### src/rtl/core/dfs_finish_order_and_components_core_assert.svh
// Assertion macros for the DFS finish-order and component core.
// Used by the top level; depends on clk_i and rst_ni in the including scope.
`ifndef DFS_FINISH_ORDER_AND_COMPONENTS_CORE_ASSERT_SVH
`define DFS_FINISH_ORDER_AND_COMPONENTS_CORE_ASSERT_SVH

// Same-cycle implication, checked outside reset.
`define DFSFC_ASSERT_IMP(name, ante, cons, msg) \
  name: assert property (@(posedge clk_i) disable iff (!rst_ni) (ante) |-> (cons)) \
    else $error(msg);

// Next-cycle implication, checked outside reset.
`define DFSFC_ASSERT_NXT(name, ante, cons, msg) \
  name: assert property (@(posedge clk_i) disable iff (!rst_ni) (ante) |=> (cons)) \
    else $error(msg);

`endif

### src/rtl/core/dfsfc_ram.sv
// Generic single-write, single-read RAM with a registered read port.
// No dependencies.
module dfsfc_ram #(
  parameter int Width = 8,
  parameter int Depth = 16,
  localparam int Aw = (Depth > 1) ? $clog2(Depth) : 1
) (
  input  logic             clk_i,
  input  logic             we_i,
  input  logic [Aw-1:0]    waddr_i,
  input  logic [Width-1:0] wdata_i,
  input  logic [Aw-1:0]    raddr_i,
  output logic [Width-1:0] rdata_o
);

  logic [Width-1:0] mem [Depth];
  logic [Width-1:0] rdata_q;

  always_ff @(posedge clk_i) begin
    if (we_i) begin
      mem[waddr_i] <= wdata_i;
    end
    rdata_q <= mem[raddr_i];
  end

  assign rdata_o = rdata_q;

endmodule

### config.mk
export PLATFORM = sky130hd
export DESIGN_NAME = dfsfc_ram
export DESIGN_NICKNAME = d
export VERILOG_FILES = /design/src/rtl/core/dfs_finish_order_and_components_core_assert.svh /design/src/rtl/core/dfsfc_ram.sv
export SDC_FILE = /design/constraint.sdc
export NUM_CORES = 1
export LEC_CHECK = 0
export BUFFER_PORTS_ARGS = -buffer_cell sky130_fd_sc_hd__buf_4
export CAP_MARGIN = 20
export CELL_PAD_IN_SITES_DETAIL_PLACEMENT = 0
export CELL_PAD_IN_SITES_GLOBAL_PLACEMENT = 1
export CORE_MARGIN = 8
export CORE_UTILIZATION = 30
export DETAILED_ROUTE_END_ITERATION = 16
export HOLD_SLACK_MARGIN = 0.06
export PLACE_DENSITY = 0.55
export SKIP_CTS_REPAIR_TIMING = 1
export SLEW_MARGIN = 20
export SYNTH_ARGS = -nofsm -noshare
export SYNTH_HDL_FRONTEND = slang
export SYNTH_SLANG_ARGS = --single-unit
### constraint.sdc
create_clock -name clk_i -period 2.6 [get_ports clk_i]
set_clock_uncertainty 0.15 [all_clocks]
set_input_delay 0.65 -clock clk_i [delete_from_list [all_inputs] [get_ports clk_i]]
set_output_delay 0.65 -clock clk_i [all_outputs]
set_load 0.02 [all_outputs]
== Yosys cells after proc, flatten, opt, wreduce, memory -nomap -nowiden ==
Memory sizes are Yosys's and may differ from the RTL's. A register that Yosys moved wholly into a read port is not among the register bits.
Cells that the tools add are included.

* $add $sub $neg: 0
* Divide/modulo/power cells: 0
* Shift operators: 0
* Muxes and demuxes: 2
* $mul: 0
* Eq/ne operators: 0
* Bitwise operators: 0
* Order comparisons: 0
* Reductions and logical operators: 0

{| class="wikitable"
|+ Operators with widths
! operator !! count
|-
| $mux 1 || 2
|}

* Word-level logic and storage cells: 3
* Latch bits: 0
* ROM bits: 0
* Output and inout port bits: 8
* Memory bits (writable): 128
* Memories: 1
* Register bits after elaboration: 0
* Input bits: 18

{| class="wikitable"
|+ Memories
! memory !! depth !! bits a word !! read ports !! clocked after Yosys merged registers in !! wr ports !! line !! text
|-
| mem || 16 || 8 || 1 || 1 || 1 || dfsfc_ram.sv:16 || <nowiki>logic [Width-1:0] mem [Depth];</nowiki>
|}

== Longest topological paths before layout ==
Gate-level depths: netlist of the first run.

* Word-level depth: 2
* Depth in mapped cells: 5

== Worst setup path before layout of the first run ==
OpenSTA, ideal clock, no wires.

* Path type: in2reg
* Start: input waddr_i[2]
* End: memory mem[0][0], enable pin
* Data arrival time: 1760 ps
* Setup time: 383 ps
* Setup slack: 307 ps
* Data required time: 2067 ps
* Stages on the path: 2
* Path through: or3b_2 > nor3_1

{| class="wikitable"
|+ RTL lines
! what !! line !! text
|-
| from (decl) || dfsfc_ram.sv:10 || <nowiki>input logic [Aw-1:0] waddr_i,</nowiki>
|-
| to (decl) || dfsfc_ram.sv:16 ||
|}

No word-level cell before the write port.

==> results of run 1 <==
## routing by layer
metal,routed length [um],vias up
met2,5220,47
met5,0,-
met1,4960,1253
met3,405,21
met4,258,0
li1,-,1093
## layout by cell type, fill, tap and decap left out, types with 3 or more instances in the layout
master	n
sky130_fd_sc_hd__edfxtp_1	128
sky130_fd_sc_hd__buf_4	49
sky130_fd_sc_hd__mux4_2	18
sky130_fd_sc_hd__clkbuf_16	17
sky130_fd_sc_hd__a22oi_1	16
sky130_fd_sc_hd__mux4_1	14
sky130_fd_sc_hd__nor2_1	13
sky130_fd_sc_hd__nand2_1	9
sky130_fd_sc_hd__dfxtp_1	8
sky130_fd_sc_hd__clkinv_2	6
sky130_fd_sc_hd__nor3_1	4
sky130_fd_sc_hd__clkinvlp_4	3
## power groups by stage
| stage | Combinational (uW) | Clock (uW) | Sequential (uW) |
|---|---|---|---|
| global placement | 265 | 0 | 2510 |
| finish | 261 | 2260 | 2470 |
| floorplan | 124 | 0 | 2530 |
| global route | 284 | 2400 | 2470 |
| CTS | 268 | 2300 | 2470 |
| detailed placement | 268 | 0 | 2510 |
## critical path, delay by kind of cell
family | cells | cell delay (ns)
buffers and inverters | 2 | 0.48
AND/OR/NAND/NOR | 1 | 0.08
multiplexers | 1 | 0.56
AO/OA/AOI/OAI | 1 | 0.31
## metrics by stage
step	cells	power (uW)
finish	525	4990
global route	525	5150
CTS	525	5040
detailed placement	494	2780
global placement	494	2780
floorplan	229	2650
## worst max-delay path by stage
stage                    start    endpoint  slack (ns)  cells after the start
floorplan           waddr_i[2]   mem[0][0]        0.31                      2
global placement    raddr_i[0]  rdata_o[4]        0.21                      5
detailed placement  raddr_i[0]  rdata_o[4]        0.21                      5
CTS                 raddr_i[0]  rdata_o[4]        0.66                      5
global route        raddr_i[0]  rdata_o[3]        0.60                      5
finish              raddr_i[0]  rdata_o[4]        0.67                      5
## final cells by class
type                       instances  area [sq um]  share of cell area
tap                              225           282              0.0448
clock buffer                      17           425              0.0676
multi-input combinational         83          1060               0.168
clock inverter                    14           134              0.0213
timing repair buffer              50           388              0.0617
sequential                       136          4000               0.637
## flip-flops by register name (all words and copies together), names as in the netlist
register / count
mem: 128
rdata_o: 8
## cells by family after synthesis
| kind of cell | after synthesis |
|---|---|
| compound gates | 16 |
| buf+inv | 10 |
| flops | 136 |
| mux | 32 |
| simple gates | 35 |
==> metrics.cfg, run 1 <==
[synthesis]
yosys.cell_count.top_type=sky130_fd_sc_hd__edfxtp_1
yosys_most_used_dff=sky130_fd_sc_hd__edfxtp_1
yosys.area_share.adder=0
syn-instance-count=229
yosysSeqAreaShare=0.778
async_reset_ff_frac=0
synth-edff-count=128
ys_top_cells_by_area=sky130_fd_sc_hd__edfxtp_1, sky130_fd_sc_hd__mux4_2, sky130_fd_sc_hd__mux4_1, sky130_fd_sc_hd__dfxtp_1, sky130_fd_sc_hd__a22oi_1
synth_commonest_cells=sky130_fd_sc_hd__edfxtp_1, sky130_fd_sc_hd__mux4_2, sky130_fd_sc_hd__a22oi_1
synth-seq-cells=136
combinational_family_with_the_most_area_after_synthesis=multiplexers
synth_warnings=0
synth_mux_area_frac=0.150
synth-compound-area-share=0.0233
post_synth_xor_area_fraction=0
netlist-cell-type-count=19
synth_top_area_cell=sky130_fd_sc_hd__edfxtp_1
synth_top_area_frac=0.747
mappedNetlistArea_sq_um=5150
synthesis.area_per_instance_sq_um=22.5
synthSimpleGateAreaFrac=0.0318
syn_nets=247

[floorplanning]
placement_rows=48
pin_count=26
die_w_um=147
core-area_sq_um=17100
fp.dieArea_sq_um=21600
y_dimension_of_the_die_um=147
start_util=0.302

[power_and_ir_drop]
power.share.clock=0.453
power.combinational.fraction=0.052
seqPwrFrac=0.494
switching_portion_of_total_power=0.207
powerDensity_nw_per_um2=793
peak_ir_drop_on_the_vdd_network_mv=0.400
static-leakage-power_uw=0.00212
internal_power_uw=3960
switching_power_uw=1030

[cells_and_area]
post_route_cells_drive_above_1_share=0.330
final_area_sq_um=6290
post_route_utilization=0.369
filler_cell_count=1589
area_growth_pct=22.2
finish.net_count=306
antennaDiodeCount=0

[hold_path]
timing.hold.worst.start=wdata_i[5]
hold-path-endpoint=mem[0][5]
hold_path.class=in2reg
hold_path_depth=1

[global_routing]
pin_count_of_the_biggest_net_entering_global_routing=21
grt.total_usage=0.108
globalRouteOverflowTotal=0
number_of_global_route_vias_before_repair=2571
globalRouteMet3Util=0.0345
global_route.usage.met1=0.132
global_route.usage.met2=0.170
globalRoute.busiestLayer=met2
grt_first_pass_wirelength_um=16700
grt_antenna_before_repair=0

[setup_path]
critical_path.most_common_cell=sky130_fd_sc_hd__buf_4
worst_r2r_startpoint=mem[0][5]
r2r.worst_path.cells=3
critPathKind=in2reg
worstPathArrival_ns=2.07
worst_r2r_endpoint=rdata_o[5]
cp_data_required_time_ns=2.74
timing.critical_path.to_type=flop
setup.worst_path.start_class=primary input
worstPathCellList=buf_4 > buf_4 > mux4_1 > a22oi_1 > nand2_1
critical-path-slowest-cell=sky130_fd_sc_hd__mux4_1
cp_slowest_stage_delay_ns=0.56
setup.reg_to_reg.worst_slack_ns=1.02
crit_path_max_fanout=12

[sta]
worst_slew_pin_slew_ns=0.429
final_slew_viol_count=0
postLayoutSetupSlackWorst_ns=0.671
timing.final.setup_violations=0
maxSlewHeadroom=0.714
timing.final.crit_share=0.742
tns_ns=0
grt_setup_unrepaired=no
max_clock_freq_mhz=518
hold_slack_ns=0.390
timing.final.hold_violations=0
period_minus_slack_ns=1.93

[route]
drt_wl_total_um=10800
drt_drc_violations_left=0
detailroute.via_count=2414
avgRoutedWirePerCell_um=20.7
drt_first_pass_iters=4
vias_per_cell=4.60
drtIter0Drc=193
ant_nets=0

[clock_network]
clock_insertion_delay_worst_skew_ns=0.42
worst_setup_hold_path_clk_slew_ns=0.06
tritoncts.num_buffers=17
clk_path_buf_depth=2
htreeDepth=4
clock_tree_from_tritoncts=done
clockRootBuffer=sky130_fd_sc_hd__clkbuf_16
numClockSinks=136

[flow_run]
cap_violations=0

[placed_design]
dpl_cell_area_sq_um=5730
port-buffer-count=25
globalplace.congestion=0.653
placement.setup.worst_slack_ns=0.213
place_hpwl_um=7290

[outcome]
status=completed

No activity file was read; power rests on OpenSTA's default activity.
==> run 2, diff against run 1 <==
--- a/config.mk
+++ b/config.mk
@@ -13,7 +13,7 @@
 export CORE_UTILIZATION = 30
 export DETAILED_ROUTE_END_ITERATION = 16
 export HOLD_SLACK_MARGIN = 0.06
-export PLACE_DENSITY = 0.55
+export PLACE_DENSITY = 0.57
 export SKIP_CTS_REPAIR_TIMING = 1
 export SLEW_MARGIN = 20
 export SYNTH_ARGS = -nofsm -noshare
==> constraint.sdc (replaced) <==
create_clock -name clk_i -period 1.6 [get_ports clk_i]
set_clock_uncertainty 0.15 [all_clocks]
set_input_delay 0.4 -clock clk_i [delete_from_list [all_inputs] [get_ports clk_i]]
set_output_delay 0.4 -clock clk_i [all_outputs]
set_load 0.02 [all_outputs]
==> run 2 against run 1 <==
Effect of this change:
- worst hold slack got worse by 0.25 ns
- critical path type unchanged
- combinational power is 77% higher
- register-to-register slack worse by 0.92 ns
- wire length shrank 3.3%
- sequential share of layout area decreased by 1.7 points
- clock power is 77% higher
- cell count is 0.57% higher
- first-iteration DRC count shrank 16%
- critical endpoint is now rdata_o[0]
==> metrics.cfg, run 2 (synthesis gave the netlist of run 1 again) <==
[global_routing]
grt_antenna_before_repair=0
grt.total_usage=0.103
number_of_global_route_vias_before_repair=2606
grt_first_pass_wirelength_um=16300
pin_count_of_the_biggest_net_entering_global_routing=19
globalRouteOverflowTotal=0

[route]
avgRoutedWirePerCell_um=19.9
drtIter0Drc=162
drt_drc_violations_left=0
vias_per_cell=4.52
drt_wl_total_um=10500
detailroute.via_count=2385
drt_first_pass_iters=5
ant_nets=0

[floorplanning]
placement_rows=48
y_dimension_of_the_die_um=147
fp.dieArea_sq_um=21600
pin_count=26
die_w_um=147
core-area_sq_um=17100
start_util=0.302

[cells_and_area]
post_layout_nonfiller_instances=528
filler_cell_count=1589
final_cell_mix=sky130_fd_sc_hd__edfxtp_1, sky130_fd_sc_hd__buf_4, sky130_fd_sc_hd__mux4_2, sky130_fd_sc_hd__clkbuf_16, sky130_fd_sc_hd__a22oi_1
final_area_sq_um=6460
antennaDiodeCount=0
largest-register=mem
flip_flop_count_of_the_largest_register_after_layout=128
layout.cells.most_common=sky130_fd_sc_hd__edfxtp_1
finish.net_count=308
post_route_cells_drive_above_1_share=0.399
area_growth_pct=25.5

[setup_path]
critPathKind=in2reg
timing.critical_path.to_type=flop
setup.worst_path.start_class=primary input
worstPathCellList=buf_4 > buf_4 > mux4_1 > a22oi_1 > nand2_1
crit_path_max_fanout=4
cp_slowest_stage_delay_ns=0.56
cp_data_required_time_ns=1.74
critical_path.most_common_cell=sky130_fd_sc_hd__buf_4
path_buf_inv=2
worstPathArrival_ns=1.65
critical-path-slowest-cell=sky130_fd_sc_hd__mux4_1
timing.critical_path.max_delay_family=multiplexers

[clock_network]
tritoncts.num_buffers=17
htreeDepth=4
clockRootBuffer=sky130_fd_sc_hd__clkbuf_16
clock_insertion_delay_worst_skew_ns=0.41
numClockSinks=136
clk_path_buf_depth=2
worst_setup_hold_path_clk_slew_ns=0.06
clock_tree_from_tritoncts=done

[placed_design]
placement.setup.worst_slack_ns=-0.355
placed_cells=496
port-buffer-count=25
dpl_cell_area_sq_um=5850
globalplace.congestion=0.692
place_hpwl_um=6780

[power_and_ir_drop]
power.combinational.fraction=0.054
switching_portion_of_total_power=0.199
powerDensity_nw_per_um2=1310
internal_power_uw=6780
static-leakage-power_uw=0.00216
switching_power_uw=1680
peak_ir_drop_on_the_vdd_network_mv=0.770
seqPwrFrac=0.474
power.share.clock=0.472

[sta]
timing.final.crit_share=0.942
period_minus_slack_ns=1.51
maxSlewHeadroom=0.459
postLayoutSetupSlackWorst_ns=0.0923
max_clock_freq_mhz=663
grt_setup_unrepaired=no
final_slew_viol_count=0
timing.final.hold_violations=0
timing.final.setup_violations=0
worst_slew_pin_slew_ns=0.809
hold_slack_ns=0.145

[outcome]
status=completed

[hold_path]
hold_path.class=in2reg

[flow_run]
cap_violations=0

-- run 2: cell types whose count changed in the layout (fill, tap and decap cells not counted), moves of 3 or more --
cell,previous run,this run
sky130_fd_sc_hd__buf_12,1,10
sky130_fd_sc_hd__buf_4,49,42
sky130_fd_sc_hd__mux4_1,14,3
sky130_fd_sc_hd__mux4_2,18,29
sky130_fd_sc_hd__nor2_1,13,10
sky130_fd_sc_hd__nor2_2,0,3
sky130_fd_sc_hd__nor3_1,4,0
sky130_fd_sc_hd__nor3_2,0,3
-- run 2: metal layers --
layer / track usage / up-vias / share of wire
met3: 0.0286 / 12 / 0.041
met1: 0.133 / 1237 / 0.46
li1: - / 1084 / -
met5: 0 / - / 0
met2: 0.159 / 52 / 0.49
met4: 0.0505 / 0 / 0.013
-- run 2: power by group through the flow --
stage	logic, uW	registers, uW	clock network, uW
final	461	4010	3990
after global routing	498	4020	4210
after CTS	475	4010	4060
after detailed placement	474	4090	0
after global placement	469	4090	0
after floorplan	223	4100	0
-- run 2: path summary, 6_finish.rpt --
path	start	endpoint	slack (ns)	cells after the start
max	raddr_i[0]	rdata_o[0]	0.09	5
min reg2reg	mem[15][2]	rdata_o[2]	0.52	3
min	wdata_i[2]	mem[5][2]	0.14	1
max reg2reg	mem[2][0]	rdata_o[0]	0.10	3
-- run 2: area by class of cell --
class,count,area [sq um],area share
multi-input cells,83,1050,0.163
repair buffers,52,515,0.0798
flip-flops and latches,136,4000,0.620
clock buffers,17,425,0.0658
well taps,225,282,0.0436
clock inverters,15,184,0.0285
-- run 2: through the flow --
| step | setup TNS [ns] | utilization | total power [uW] |
|---|---|---|---|
| 2_1_floorplan | -0.530 | - | 4330 |
| 3_3_place_gp | -11.23 | 0.343 | 4550 |
| 3_5_place_dp | -11.30 | 0.343 | 4560 |
| 4_1_cts | 0 | 0.379 | 8550 |
| 5_1_grt | 0 | 0.379 | 8730 |
| 6_report | 0 | 0.379 | 8460 |
==> run 3, diff against run 2 <==
--- a/config.mk
+++ b/config.mk
@@ -10,10 +10,11 @@
 export CELL_PAD_IN_SITES_DETAIL_PLACEMENT = 0
 export CELL_PAD_IN_SITES_GLOBAL_PLACEMENT = 1
 export CORE_MARGIN = 8
-export CORE_UTILIZATION = 30
+export CORE_UTILIZATION = 35
 export DETAILED_ROUTE_END_ITERATION = 16
 export HOLD_SLACK_MARGIN = 0.06
-export PLACE_DENSITY = 0.57
+export MAX_ROUTING_LAYER = met4
+export PLACE_DENSITY = 0.63
 export SKIP_CTS_REPAIR_TIMING = 1
 export SLEW_MARGIN = 20
 export SYNTH_ARGS = -nofsm -noshare
==> run 3 against run 2 <==
Effect of this change:
- worst hold slack better by 0.00050 ns
- non-clock buffer count stayed put
- largest cell class unchanged
- via count is 1.8% higher
==> metrics.cfg, run 3 (synthesis gave the netlist of run 1 again) <==
[power_and_ir_drop]
switching_power_uw=1670
seqPwrFrac=0.472
power.combinational.fraction=0.054
static-leakage-power_uw=0.00215
powerDensity_nw_per_um2=1330
totalPowerFinal_uw=8500
power.share.clock=0.474
peak_ir_drop_on_the_vdd_network_mv=0.699
switching_portion_of_total_power=0.196
internal_power_uw=6840

[cells_and_area]
antennaDiodeCount=0
largest-register=mem
flip_flop_count_of_the_largest_register_after_layout=128
final_cell_mix=sky130_fd_sc_hd__edfxtp_1, sky130_fd_sc_hd__buf_4, sky130_fd_sc_hd__mux4_2, sky130_fd_sc_hd__clkbuf_16, sky130_fd_sc_hd__a22oi_1
total_area_of_multi_input_combinational_cells_sq_um=1050
seq_area_sq_um=4000
area_growth_pct=24.5
filler_cell_count=1209
post_route_cells_drive_above_1_share=0.394
finish.net_count=308
layout.cells.most_common=sky130_fd_sc_hd__edfxtp_1

[outcome]
status=completed

[floorplanning]
y_dimension_of_the_die_um=137
core-area_sq_um=14500
pin_count=26
start_util=0.356
placement_rows=44
die_w_um=137
fp.dieArea_sq_um=18800

[setup_path]
setup.worst_path.start_class=flop
critPathKind=reg2out
path_buf_inv=1
timing.critical_path.to_type=output port
cp_slowest_stage_delay_ns=0.40
timing.critical_path.max_delay_family=flip-flops
worstPathCellList=buf_4
crit_path_max_fanout=1
worstPathArrival_ns=0.98
critical-path-slowest-cell=sky130_fd_sc_hd__dfxtp_1
cp_data_required_time_ns=1.05

[sta]
maxSlewHeadroom=0.401
final_slew_viol_count=0
postLayoutSetupSlackWorst_ns=0.0710
timing.final.crit_share=0.956
timing.final.hold_violations=0
worst_slew_pin_slew_ns=0.895
timing.final.setup_violations=0
max_clock_freq_mhz=654
grt_setup_unrepaired=no
period_minus_slack_ns=1.53

[global_routing]
grt_antenna_before_repair=0
globalRouteOverflowTotal=0
grt_first_pass_wirelength_um=16100
number_of_global_route_vias_before_repair=2593
grt.total_usage=0.124
pin_count_of_the_biggest_net_entering_global_routing=24

[clock_network]
clock_insertion_delay_worst_skew_ns=0.41
tritoncts.num_buffers=17
numClockSinks=136
worst_setup_hold_path_clk_slew_ns=0.06
clk_path_buf_depth=2
clockRootBuffer=sky130_fd_sc_hd__clkbuf_16
htreeDepth=4
clock_tree_from_tritoncts=done

[route]
drt_wl_total_um=10500
ant_nets=0
avgRoutedWirePerCell_um=21.5
vias_per_cell=4.99
detailroute.via_count=2427
drt_first_pass_iters=5
drt_drc_violations_left=0
drtIter0Drc=256

[hold_path]
hold_path.class=in2reg

[flow_run]
cap_violations=0

[placed_design]
port-buffer-count=25
place_hpwl_um=6770
globalplace.congestion=0.717
placement.setup.worst_slack_ns=-0.330

==> run 3: worst paths after layout <==
kind / from / endpoint / slack, ns / cells after the start
min: wdata_i[3] / mem[13][3] / 0.15 / 1
max reg2reg: mem[11][7] / rdata_o[7] / 0.10 / 3
max: rdata_o[7] / rdata_o[7] / 0.07 / 1
min reg2reg: mem[7][5] / rdata_o[5] / 0.53 / 3
==> run 3: final cells by class <==
type,count,area share
clock inverters,12,0.0273
well taps,184,0.0359
flip-flops and latches,136,0.625
repair buffers,52,0.0785
multi-input cells,83,0.164
clock buffers,19,0.0691
==> run 3: routing by layer <==
metal  wire length [um]  vias to the layer above  part of all wire  track usage
met3                356                       12             0.034       0.0284
met2               5420                       69              0.52        0.201
met1               4550                     1261              0.43        0.151
met4                144                        0             0.014       0.0435
li1                   -                     1085                 -            -
met5                  0                        -                 0            -
==> run 3: power groups by stage <==
stage | Clock [uW] | Combinational, uW | Sequential [uW]
finish | 4030 | 459 | 4010
global route | 4250 | 499 | 4020
CTS | 4090 | 470 | 4010
detailed placement | 0 | 468 | 4090
global placement | 0 | 460 | 4080
floorplan | 0 | 223 | 4100
==> run 3: stage by stage <==
step	instance area [sq um]	TNS (ns)	utilization	hold slack [ns]	cells
floorplan	5180	-0.530	-	0.349	229
global placement	5790	-12.16	0.400	0.501	455
detailed placement	5790	-12.46	0.400	0.508	455
CTS	6410	0	0.443	0.134	486
global route	6410	0	0.443	0.153	486
finish	6410	0	0.443	0.145	486
==> run 3: worst reg2reg max path, cell delays in order, from the launching register on <==
cell and delay [ns]:
sky130_fd_sc_hd__edfxtp_1 0.35, sky130_fd_sc_hd__mux4_2 0.48, sky130_fd_sc_hd__a22oi_1 0.30, sky130_fd_sc_hd__nand2_1 0.10
